<file path="config.mk">
export PLATFORM = sky130hd
export DESIGN_NAME = event_counter_bank_with_change_flags_core
export DESIGN_NICKNAME = d
export VERILOG_FILES = /design/src/hw/rtl/ecbcf_pkg.sv /design/src/hw/rtl/event_counter_bank_with_change_flags_core.sv
export VERILOG_INCLUDE_DIRS = /design/src /design/src/hw/rtl
export SDC_FILE = /design/constraint.sdc
export NUM_CORES = 2
export LEC_CHECK = 0
export BUFFER_PORTS_ARGS = -buffer_cell sky130_fd_sc_hd__clkbuf_2
export CAP_MARGIN = 30
export CORE_MARGIN = 5
export CORE_UTILIZATION = 45
export CTS_CLUSTER_SIZE = 12
export DETAILED_ROUTE_END_ITERATION = 8
export GPL_TIMING_DRIVEN = 0
export SETUP_SLACK_MARGIN = 0.5
export SLEW_MARGIN = 20
export SYNTH_ARGS = -nofsm -noshare
export SYNTH_HDL_FRONTEND = slang
export SYNTH_SLANG_ARGS = --single-unit
</file>
<file path="constraint.sdc">
create_clock -name clock -period 8.5 [get_ports clock]
set_input_delay 0.85 -clock clock [delete_from_list [all_inputs] [get_ports clock]]
set_output_delay 0.85 -clock clock [all_outputs]
set_load 0.03 [all_outputs]
</file>
<file path="src/hw/rtl/event_counter_bank_with_change_flags_core_assert.svh">
`ifndef EVENT_COUNTER_BANK_WITH_CHANGE_FLAGS_CORE_ASSERT_SVH
`define EVENT_COUNTER_BANK_WITH_CHANGE_FLAGS_CORE_ASSERT_SVH

// same-cycle implication, checked on every rising edge outside reset
`define ECBCF_ASSERT_NOW(label, ante, cons, msg) \
   label: assert property (@(posedge clock) disable iff (reset) (ante) |-> (cons)) \
      else $error(msg);

// next-cycle implication
`define ECBCF_ASSERT_NEXT(label, ante, cons, msg) \
   label: assert property (@(posedge clock) disable iff (reset) (ante) |=> (cons)) \
      else $error(msg);

`endif

</file>
<file path="src/hw/rtl/ecbcf_pkg.sv">
`default_nettype none

package ecbcf_pkg;

   localparam int NUM_COUNTERS = 32;
   localparam int IDX_W        = 5;
   localparam int VAL_W        = 63;
   localparam int AMT_W        = 32;
   localparam int MODE_W       = 3;
   localparam int KIND_W       = 2;

   localparam logic [MODE_W-1:0] MODE_ADD       = 3'd0;
   localparam logic [MODE_W-1:0] MODE_READ      = 3'd1;
   localparam logic [MODE_W-1:0] MODE_CLEAR_ONE = 3'd2;
   localparam logic [MODE_W-1:0] MODE_CLEAR_ALL = 3'd3;
   localparam logic [MODE_W-1:0] MODE_SCAN      = 3'd4;

   localparam logic [KIND_W-1:0] KIND_ACK   = 2'd0;
   localparam logic [KIND_W-1:0] KIND_READ  = 2'd1;
   localparam logic [KIND_W-1:0] KIND_ENTRY = 2'd2;
   localparam logic [KIND_W-1:0] KIND_EMPTY = 2'd3;

   typedef enum logic [2:0] {
      ST_IDLE,
      ST_EXEC,
      ST_SCAN_RD,
      ST_SCAN_CHK,
      ST_RESP
   } state_type;

endpackage

`default_nettype wire

</file>
<file path="src/hw/rtl/event_counter_bank_with_change_flags_core.sv">
// channel   | handshake             | payload
// ----------+-----------------------+-------------------------------------------------
// request   | req_valid / req_ready | req_mode, req_index, req_amount, req_changed_only
// response  | rsp_valid / rsp_ready | rsp_kind, rsp_counter_index, rsp_count_value, rsp_last
//
// one transaction at a time: add, read, clear one, clear all and unused modes register the
// memory read at accept, then pass through ST_EXEC (the 63-bit adder for add writes the memory,
// others load the response register) and ST_RESP, where rsp_valid rises, before the next accept
// a report scan visits counters in order through ST_SCAN_RD and ST_SCAN_CHK, plus ST_RESP per
// entry emitted, then returns to idle; it is paced by the single read port of the counter memory
// reset clears the per-entry valid bits and sets all changed flags
// req_ready is low while a transaction is in flight, including while rsp_valid stalls
`default_nettype none

`include "event_counter_bank_with_change_flags_core_assert.svh"

module event_counter_bank_with_change_flags_core (
   input  wire logic                              clock,
   input  wire logic                              reset,
   input  wire logic                              req_valid,
   output logic                                   req_ready,
   input  wire logic [ecbcf_pkg::MODE_W-1:0]      req_mode,
   input  wire logic [ecbcf_pkg::IDX_W-1:0]       req_index,
   input  wire logic signed [ecbcf_pkg::AMT_W-1:0] req_amount,
   input  wire logic                              req_changed_only,
   output logic                                   rsp_valid,
   input  wire logic                              rsp_ready,
   output logic [ecbcf_pkg::KIND_W-1:0]           rsp_kind,
   output logic [ecbcf_pkg::IDX_W-1:0]            rsp_counter_index,
   output logic [ecbcf_pkg::VAL_W-1:0]            rsp_count_value,
   output logic                                   rsp_last
);
   import ecbcf_pkg::*;

   state_type state_ff, state_in;

   logic [MODE_W-1:0]       mode_ff, mode_in;
   logic [IDX_W-1:0]        index_ff, index_in;
   logic signed [AMT_W-1:0] amount_ff, amount_in;
   logic                    only_ff, only_in;
   logic [IDX_W-1:0]        scan_idx_ff, scan_idx_in;
   logic                    scan_cont_ff, scan_cont_in;

   logic [KIND_W-1:0]       kind_ff, kind_in;
   logic [IDX_W-1:0]        ridx_ff, ridx_in;
   logic [VAL_W-1:0]        value_ff, value_in;
   logic                    last_ff, last_in;

   logic [NUM_COUNTERS-1:0] flags_ff, flags_in;
   logic [NUM_COUNTERS-1:0] valid_ff, valid_in;

   logic [VAL_W-1:0]        mem [NUM_COUNTERS];
   logic [VAL_W-1:0]        rd_data_ff;
   logic                    rd_valid_ff;
   logic [IDX_W-1:0]        rd_addr;
   logic                    wr_en;
   logic [VAL_W-1:0]        wr_data;

   logic [VAL_W-1:0]        cur;
   logic [VAL_W-1:0]        amt_ext;
   logic [VAL_W-1:0]        sum;
   logic                    in_range;
   logic                    emit;
   logic                    more_flagged;
   logic                    at_end;

   logic                    rsp_is_entry;
   logic                    rsp_is_empty;
   logic                    clear_all_exec;

   assign cur      = rd_valid_ff ? rd_data_ff : '0;
   assign amt_ext  = {{(VAL_W-AMT_W){amount_ff[AMT_W-1]}}, amount_ff};
   // adder for the add mode
   assign sum      = cur + amt_ext;
   assign in_range = ({1'b0, index_ff} < (IDX_W+1)'(NUM_COUNTERS));
   assign at_end   = (scan_idx_ff == IDX_W'(NUM_COUNTERS-1));
   assign emit     = !only_ff || flags_ff[scan_idx_ff];

   // any flagged counter above the current scan position
   always_comb begin
      more_flagged = 1'b0;
      for (int j = 0; j < NUM_COUNTERS; j++) begin
         if (flags_ff[j] && ((IDX_W+1)'(j) > {1'b0, scan_idx_ff})) begin
            more_flagged = 1'b1;
         end
      end
   end

   always_ff @(posedge clock) begin
      if (reset) begin
         state_ff     <= ST_IDLE;
         flags_ff     <= '1;
         valid_ff     <= '0;
         scan_cont_ff <= 1'b0;
      end else begin
         state_ff     <= state_in;
         flags_ff     <= flags_in;
         valid_ff     <= valid_in;
         scan_cont_ff <= scan_cont_in;
      end
   end

   always_ff @(posedge clock) begin
      mode_ff     <= mode_in;
      index_ff    <= index_in;
      amount_ff   <= amount_in;
      only_ff     <= only_in;
      scan_idx_ff <= scan_idx_in;
      kind_ff     <= kind_in;
      ridx_ff     <= ridx_in;
      value_ff    <= value_in;
      last_ff     <= last_in;
   end

   always_ff @(posedge clock) begin
      if (wr_en) begin
         mem[index_ff] <= wr_data;
      end
      rd_data_ff  <= mem[rd_addr];
      rd_valid_ff <= valid_ff[rd_addr];
   end

   always_comb begin
      state_in     = state_ff;
      mode_in      = mode_ff;
      index_in     = index_ff;
      amount_in    = amount_ff;
      only_in      = only_ff;
      scan_idx_in  = scan_idx_ff;
      scan_cont_in = scan_cont_ff;
      kind_in      = kind_ff;
      ridx_in      = ridx_ff;
      value_in     = value_ff;
      last_in      = last_ff;
      flags_in     = flags_ff;
      valid_in     = valid_ff;
      rd_addr      = index_ff;
      wr_en        = 1'b0;
      wr_data      = sum;
      req_ready    = 1'b0;
      rsp_valid    = 1'b0;

      unique case (state_ff)
         ST_IDLE: begin
            req_ready = 1'b1;
            rd_addr   = req_index;
            if (req_valid) begin
               mode_in     = req_mode;
               index_in    = req_index;
               amount_in   = req_amount;
               only_in     = req_changed_only;
               scan_idx_in = '0;
               state_in    = (req_mode == MODE_SCAN) ? ST_SCAN_RD : ST_EXEC;
            end
         end
         ST_EXEC: begin
            kind_in      = KIND_ACK;
            ridx_in      = '0;
            value_in     = '0;
            last_in      = 1'b1;
            scan_cont_in = 1'b0;
            state_in     = ST_RESP;
            unique case (mode_ff)
               MODE_ADD: begin
                  if (in_range && (amount_ff != '0)) begin
                     wr_en              = 1'b1;
                     valid_in[index_ff] = 1'b1;
                     flags_in[index_ff] = 1'b1;
                  end
               end
               MODE_READ: begin
                  kind_in  = KIND_READ;
                  ridx_in  = index_ff;
                  value_in = in_range ? cur : '0;
               end
               MODE_CLEAR_ONE: begin
                  // a cleared entry reads as zero through its valid bit
                  if (in_range && (cur != '0)) begin
                     valid_in[index_ff] = 1'b0;
                     flags_in[index_ff] = 1'b1;
                  end
               end
               MODE_CLEAR_ALL: begin
                  valid_in = '0;
                  flags_in = '1;
               end
               default: begin
               end
            endcase
         end
         ST_SCAN_RD: begin
            rd_addr  = scan_idx_ff;
            state_in = ST_SCAN_CHK;
         end
         ST_SCAN_CHK: begin
            if (emit) begin
               kind_in               = KIND_ENTRY;
               ridx_in               = scan_idx_ff;
               value_in              = cur;
               last_in               = only_ff ? !more_flagged : at_end;
               scan_cont_in          = only_ff ? more_flagged : !at_end;
               flags_in[scan_idx_ff] = 1'b0;
               state_in              = ST_RESP;
            end else if (at_end) begin
               // reaching the end without an entry means nothing was emitted
               kind_in      = KIND_EMPTY;
               ridx_in      = '0;
               value_in     = '0;
               last_in      = 1'b1;
               scan_cont_in = 1'b0;
               state_in     = ST_RESP;
            end else begin
               scan_idx_in = scan_idx_ff + 1'b1;
               state_in    = ST_SCAN_RD;
            end
         end
         ST_RESP: begin
            rsp_valid = 1'b1;
            if (rsp_ready) begin
               if (scan_cont_ff) begin
                  scan_idx_in = scan_idx_ff + 1'b1;
                  state_in    = ST_SCAN_RD;
               end else begin
                  state_in = ST_IDLE;
               end
            end
         end
         default: begin
            state_in = ST_IDLE;
         end
      endcase
   end

   assign rsp_kind          = kind_ff;
   assign rsp_counter_index = ridx_ff;
   assign rsp_count_value   = value_ff;
   assign rsp_last          = last_ff;

   assign rsp_is_entry   = rsp_valid && (rsp_kind == KIND_ENTRY);
   assign rsp_is_empty   = rsp_valid && (rsp_kind == KIND_EMPTY);
   assign clear_all_exec = (state_ff == ST_EXEC) && (mode_ff == MODE_CLEAR_ALL);

   `ECBCF_ASSERT_NOW(a_one_in_flight, rsp_valid, !req_ready, "request taken while busy")
   `ECBCF_ASSERT_NOW(a_empty_is_last, rsp_is_empty, rsp_last, "empty report not last")
   `ECBCF_ASSERT_NOW(a_entry_flag_cleared, rsp_is_entry, !flags_ff[rsp_counter_index], "flag kept")
   `ECBCF_ASSERT_NEXT(a_clear_all_flags, clear_all_exec, (&flags_ff) && !(|valid_ff), "not cleared")
   `ECBCF_ASSERT_NOW(a_single_last, rsp_valid && !scan_cont_ff, rsp_last, "last missing")

endmodule

`default_nettype wire
</file>
======== After elaboration in Yosys (flattened, before gate mapping) ========
Memory sizes are Yosys's and may differ from the RTL's. A register that Yosys moved wholly into a read port is not among the register bits.
Cells that the tools add are included.
storage, ports and cells
  memories ................................ 1
  RAM bits ................................ 2016
  logic and storage cells ................. 219
  input bits .............................. 45
  flip-flop bits (word level) ............. 186
memories
  name  words  width  read ports  clocked after Yosys merged registers in  write ports  line                                             text
  mem   32     63     1           1                                        1            event_counter_bank_with_change_flags_core.sv:52  logic [VAL_W-1:0] mem [NUM_COUNTERS];
operators by class
  add/sub/neg operators ................... 2
  bitwise logic cells ..................... 6
  reductions and logical operators ........ 50
  order comparisons ....................... 36
  eq/ne operators ......................... 21
  muxes and demuxes ....................... 89
operators by type and width
  operator              count
  $mux W63              4
  $pmux W32 S3          2
  $mux W32              5
  $pmux W63 S2          1
  $gt A5 B5 Y1 const A  16
  $and A32 B32 Y32      2
  $not A32 Y32          2
  $or A32 B32 Y32       2
  $pmux W32 S2          1
  $add A63 B63 Y63      1
  $reduce_bool A63 Y1   1
  $mux W1               49
  $gt A4 B5 Y1 const A  8
  $mux W5               8
  $logic_and A1 B1 Y1   33
  $reduce_bool A32 Y1   1
  $gt A3 B5 Y1 const A  4
  $pmux W5 S2           2
  $lt A5 B6 Y1 const B  3
  $ne A2 B2 Y1 const B  8
  $pmux W3 S5           1
  $pmux W5 S3           1
  $eq A3 B2 Y1 const B  4
  $mux W3               4
  other kinds (23)      41

======== Longest topological paths before layout ========
  depth after elaboration ................. 37
  depth in mapped cells ................... 14

======== Worst setup path before layout ========
OpenSTA, ideal clock, no wires.
  kind .................................... reg2reg
  from .................................... register amount_ff[31]
  to ...................................... memory mem[18][0] (enable)
  arrival time ............................ 6266 ps
  setup slack ............................. 1670 ps
  data required time ...................... 7936 ps
  path buffers ............................ 2
  cell stages (with the launch flop) ...... 8
  cell sequence ........................... edfxtp_1 -> nor4_1 -> nand4_1 -> o21bai_1 -> or2_2 -> clkbuf_1 -> clkbuf_1 -> nor3_1
between the ends
  longest elaborated chain between the ends .. 6
RTL lines
  item                           line                                              text
  start: declaration             event_counter_bank_with_change_flags_core.sv:39   logic signed [AMT_W-1:0] amount_ff, amount_in;
  start signal: assignment       event_counter_bank_with_change_flags_core.sv:106  amount_ff <= amount_in;
  $reduce_bool A32 Y1            event_counter_bank_with_change_flags_core.sv:165  if (in_range && (amount_ff != '0)) begin
  $mux W1                        event_counter_bank_with_change_flags_core.sv:165
  $mux W1                        event_counter_bank_with_change_flags_core.sv:163  unique case (mode_ff)
  $mux W1                        event_counter_bank_with_change_flags_core.sv:143  unique case (state_ff)
  $mux W1                        event_counter_bank_with_change_flags_core.sv:116  if (wr_en) begin
  $mux W1 (implied by the code)  event_counter_bank_with_change_flags_core.sv:117  mem[index_ff] <= wr_data;
  end: declaration               event_counter_bank_with_change_flags_core.sv:52
No other way between the ends.

======== Worst setup path after layout ========
  from .................................... register rd_valid_ff
  to ...................................... memory mem[8][47] (data pin)
between the ends
  longest elaborated chain between the ends .. 2
RTL lines
  item                      line                                              text
  start: declaration        event_counter_bank_with_change_flags_core.sv:54   logic rd_valid_ff;
  start signal: assignment  event_counter_bank_with_change_flags_core.sv:120  rd_valid_ff <= valid_ff[rd_addr];
  $mux W63                  event_counter_bank_with_change_flags_core.sv:71   assign cur = rd_valid_ff ? rd_data_ff : '0;
  $add A63 B63 Y63          event_counter_bank_with_change_flags_core.sv:74   assign sum = cur + amt_ext;
  net sum[47]               event_counter_bank_with_change_flags_core.sv:61   logic [VAL_W-1:0] sum;
The timed path passes the listed nets, and every way through them passes these cells.

==> metrics.yaml <==
rr_startpoint: "rd_valid_ff"
ys_seq_area_share_pct: 73.2
yosys_register_bits: 2265
core_area_mm2: 0.202
whs_ns: 0.160
hold_buffers: 0
area_growth_pct: 18.2
synth_ff_type: "edfxtp_1"
first_global_vias: 50424
cts_root_buf: "clkbuf_16"
grt_pass1_wl_um: 383000
grt_max_degree: 38
hold_viol: 0
grt_busiest_layer: "met2"
drc: 0
die_h_um: 460
fin_area_mm2: 0.108
fin_nets: 5624
drive_above_1_share_pct: 28.7
cp.required_ns: 9.04
clock_latency_ns: 0.88
io_pins: 118
min_period_over_period_pct: 69.7
cts_buffers: 226
skew_ns: 0.0362
utilization_pct: 53.4
rsz0062_at_grt: "no"
grtUsageMet3_pct: 4.88
yosys.area_share.adder_pct: 0.942
avgRoutedWirePerCell_um: 32.6
grt.overflow.total: 0
reg2reg_slack_ns: 2.57
gr-usage-met1_pct: 36.5
r2r-end: "mem[8][47]"
seq_area_mm2: 0.0667
cp.arrival_ns: 6.46
synthArstFlopShare_pct: 0
vias_per_cell: 6.10
grt_use_met2_pct: 40.3
grt_antenna_before_repair: 10
setup_tns_ns: 0
leakage_nw: 35.5
relSlewSlack_pct: 26.6
place_hpwl_um: 195000
dpl_cell_area_mm2: 0.101
drtIter0Drc: 6227
worst_r2r_path_depth: 14
whs_path_depth: 1
vdd_drop_max_mv: 0.206
drt_wl_total_um: 273000
clk_pin_slew_ns: 0.06
clock.fmax_mhz: 169
ant_nets: 0
fillers: 15703
io_buffers: 116
drv_slew: 0
clk_path_buf_depth: 3
maxCapViolations: 0
ctsResizeCount: 0
firstDrtPassIters: 6
post-route-min-period_ns: 5.93
yosysWarnings: 0
setup_viol: 0
vias: 51104
gp_congestion: 0.875
netlist_instances: 4817
design.die.area_mm2: 0.211
synth-edff-count: 2133
yosys.area_share.simple_pct: 3.83
rows: 165
ys_types: 76
cts_sinks: 2265
syn-num-nets: 4930
grt_use_total_pct: 25.7
post_cts_buffers: 0
synth_xor_area_share_pct: 0.558
multi_input_area_mm2: 0.0240
cts_tree: "built"
dieWidth_um: 460
min_from: "req_changed_only"
critPathKind: "reg2reg"
min_path_type: "in2reg"
power.density_mw_per_mm2: 252
cp-end-kind: "register"
muxShareOfSynthArea_pct: 16.0
whs_endpoint: "only_ff"
startpoint_type: "register"
status: "complete, no violations"
syn_avg_cell_area_um2: 18.9
synth_top_family_by_area: "multiplexers"
htreeDepth: 4
start_util_pct: 45.2
cp_max_fo: 32
syn_area_mm2: 0.0911
synth-compound-area-share_pct: 4.12
tightest_slew_ns: 1.10
-- per-stage QoR --
step                instances  worst slack [ns]  total power [mW]
floorplan                4817              1.67              15.7
global placement         7605             -8.91              17.3
detailed placement       7949              2.68              17.7
finish                   8372              2.57              27.1
global route             8364              2.27              27.9
CTS                      8357              2.65              27.2
-- logic make-up after synthesis --
kind of cell             count (synthesis)
flip-flops                            2265
AO/OA/AOI/OAI                          616
adder cells (fa/ha/maj)                 68
buffers and inverters                  301
multiplexers                           784
AND/OR/NAND/NOR                        725
XOR/XNOR                                58
-- how the worst max path moves through the flow --
stage,startpoint,end,slack (ns),depth (start not counted)
after floorplan,amount_ff[31],mem[18][0],1.67,7
after global placement,amount_ff[31],mem[27][25],-8.91,7
after detailed placement,rd_valid_ff,mem[27][47],2.68,14
after CTS,rd_valid_ff,mem[8][47],2.65,14
after global routing,rd_valid_ff,mem[8][47],2.27,14
final,rd_valid_ff,mem[8][47],2.57,14
-- where the power goes --
part | switching [mW] | total (mW) | internal, mW
logic | 2.70 | 4.22 | 1.52
registers | 0.266 | 13.3 | 13.0
clock network | 4.19 | 9.61 | 5.42
total | 7.16 | 27.1 | 20.0
-- per-layer routing --
metal	vias to the layer above	routed length, µm
met5	-	13
met4	2	10500
met3	485	24600
met2	2604	127000
met1	27083	111000
li1	20930	-
-- cells in the final DEF, fill, tap and decap left out, types with 38 or more instances in the layout --
cell type,n
edfxtp_1,2133
nand2_1,191
buf_16,38
buf_2,79
clkbuf_2,136
and2_1,131
o21ai_0,120
clkbuf_16,226
nor2_1,202
buf_4,120
dfxtp_1,132
buf_6,112
buf_12,58
mux2_2,128
a21oi_1,215
mux4_2,522
clkbuf_1,235
ha_1,67
o21ai_1,52
mux2i_1,134
o211ai_1,68
-- area by class of cell --
cell class	instances	area share, %
clock buffer	351	5.92
multi-input combinational	2251	22.3
clock inverter	57	0.640
sequential	2265	61.9
buffer	271	1.07
inverter	30	0.105
timing repair buffer	466	4.91
tap	2672	3.10
antenna	9	0.0209
-- registers in the layout, summed over array words and instances (netlist names) --
register / count
scan_cont_ff: 1
only_ff: 1
rd_data_ff: 63
mode_ff: 3
index_ff: 5
amount_ff: 32
rsp_count_value: 63
mem: 2016
rsp_kind: 2
flags_ff: 32
rsp_last: 1
rd_valid_ff: 1
state_ff: 3
valid_ff: 32
rsp_counter_index: 5
scan_idx_ff: 5
-- critical path, stage by stage (launching register included) --
cell and delay (ns):
dfxtp_1 0.39, clkbuf_2 0.55, clkbuf_1 0.47, and2_1 0.21
ha_1 0.11, clkbuf_1 0.32, a21oi_1 0.11, o21ai_0 0.35
a22oi_1 0.17, a32oi_1 0.73, o2111ai_1 0.30, a41oi_2 0.45
a21boi_0 0.30, o21bai_1 0.40, xor2_4 0.69
-- synthesized netlist by cell type (31+ instances only) --
library cell  count  area (µm²)
buf_1            38         143
mux2i_1         134        1340
o21ai_1          55         275
dfxtp_1         132        2640
a21o_1           31         233
o21ai_0         121         606
nor2_1          222         833
and2_1          132         826
mux2_2          128        1440
o21bai_1         37         278
mux4_2          522       11800
buf_2            76         380
nand2_1         191         717
a21oi_1         216        1080
nor3_1           34         170
edfxtp_1       2133       64100
xnor2_1          35         307
o211ai_1         68         510
ha_1             67         838
clkbuf_1        155         582
Note: power is estimated with default switching activity, not from simulation.
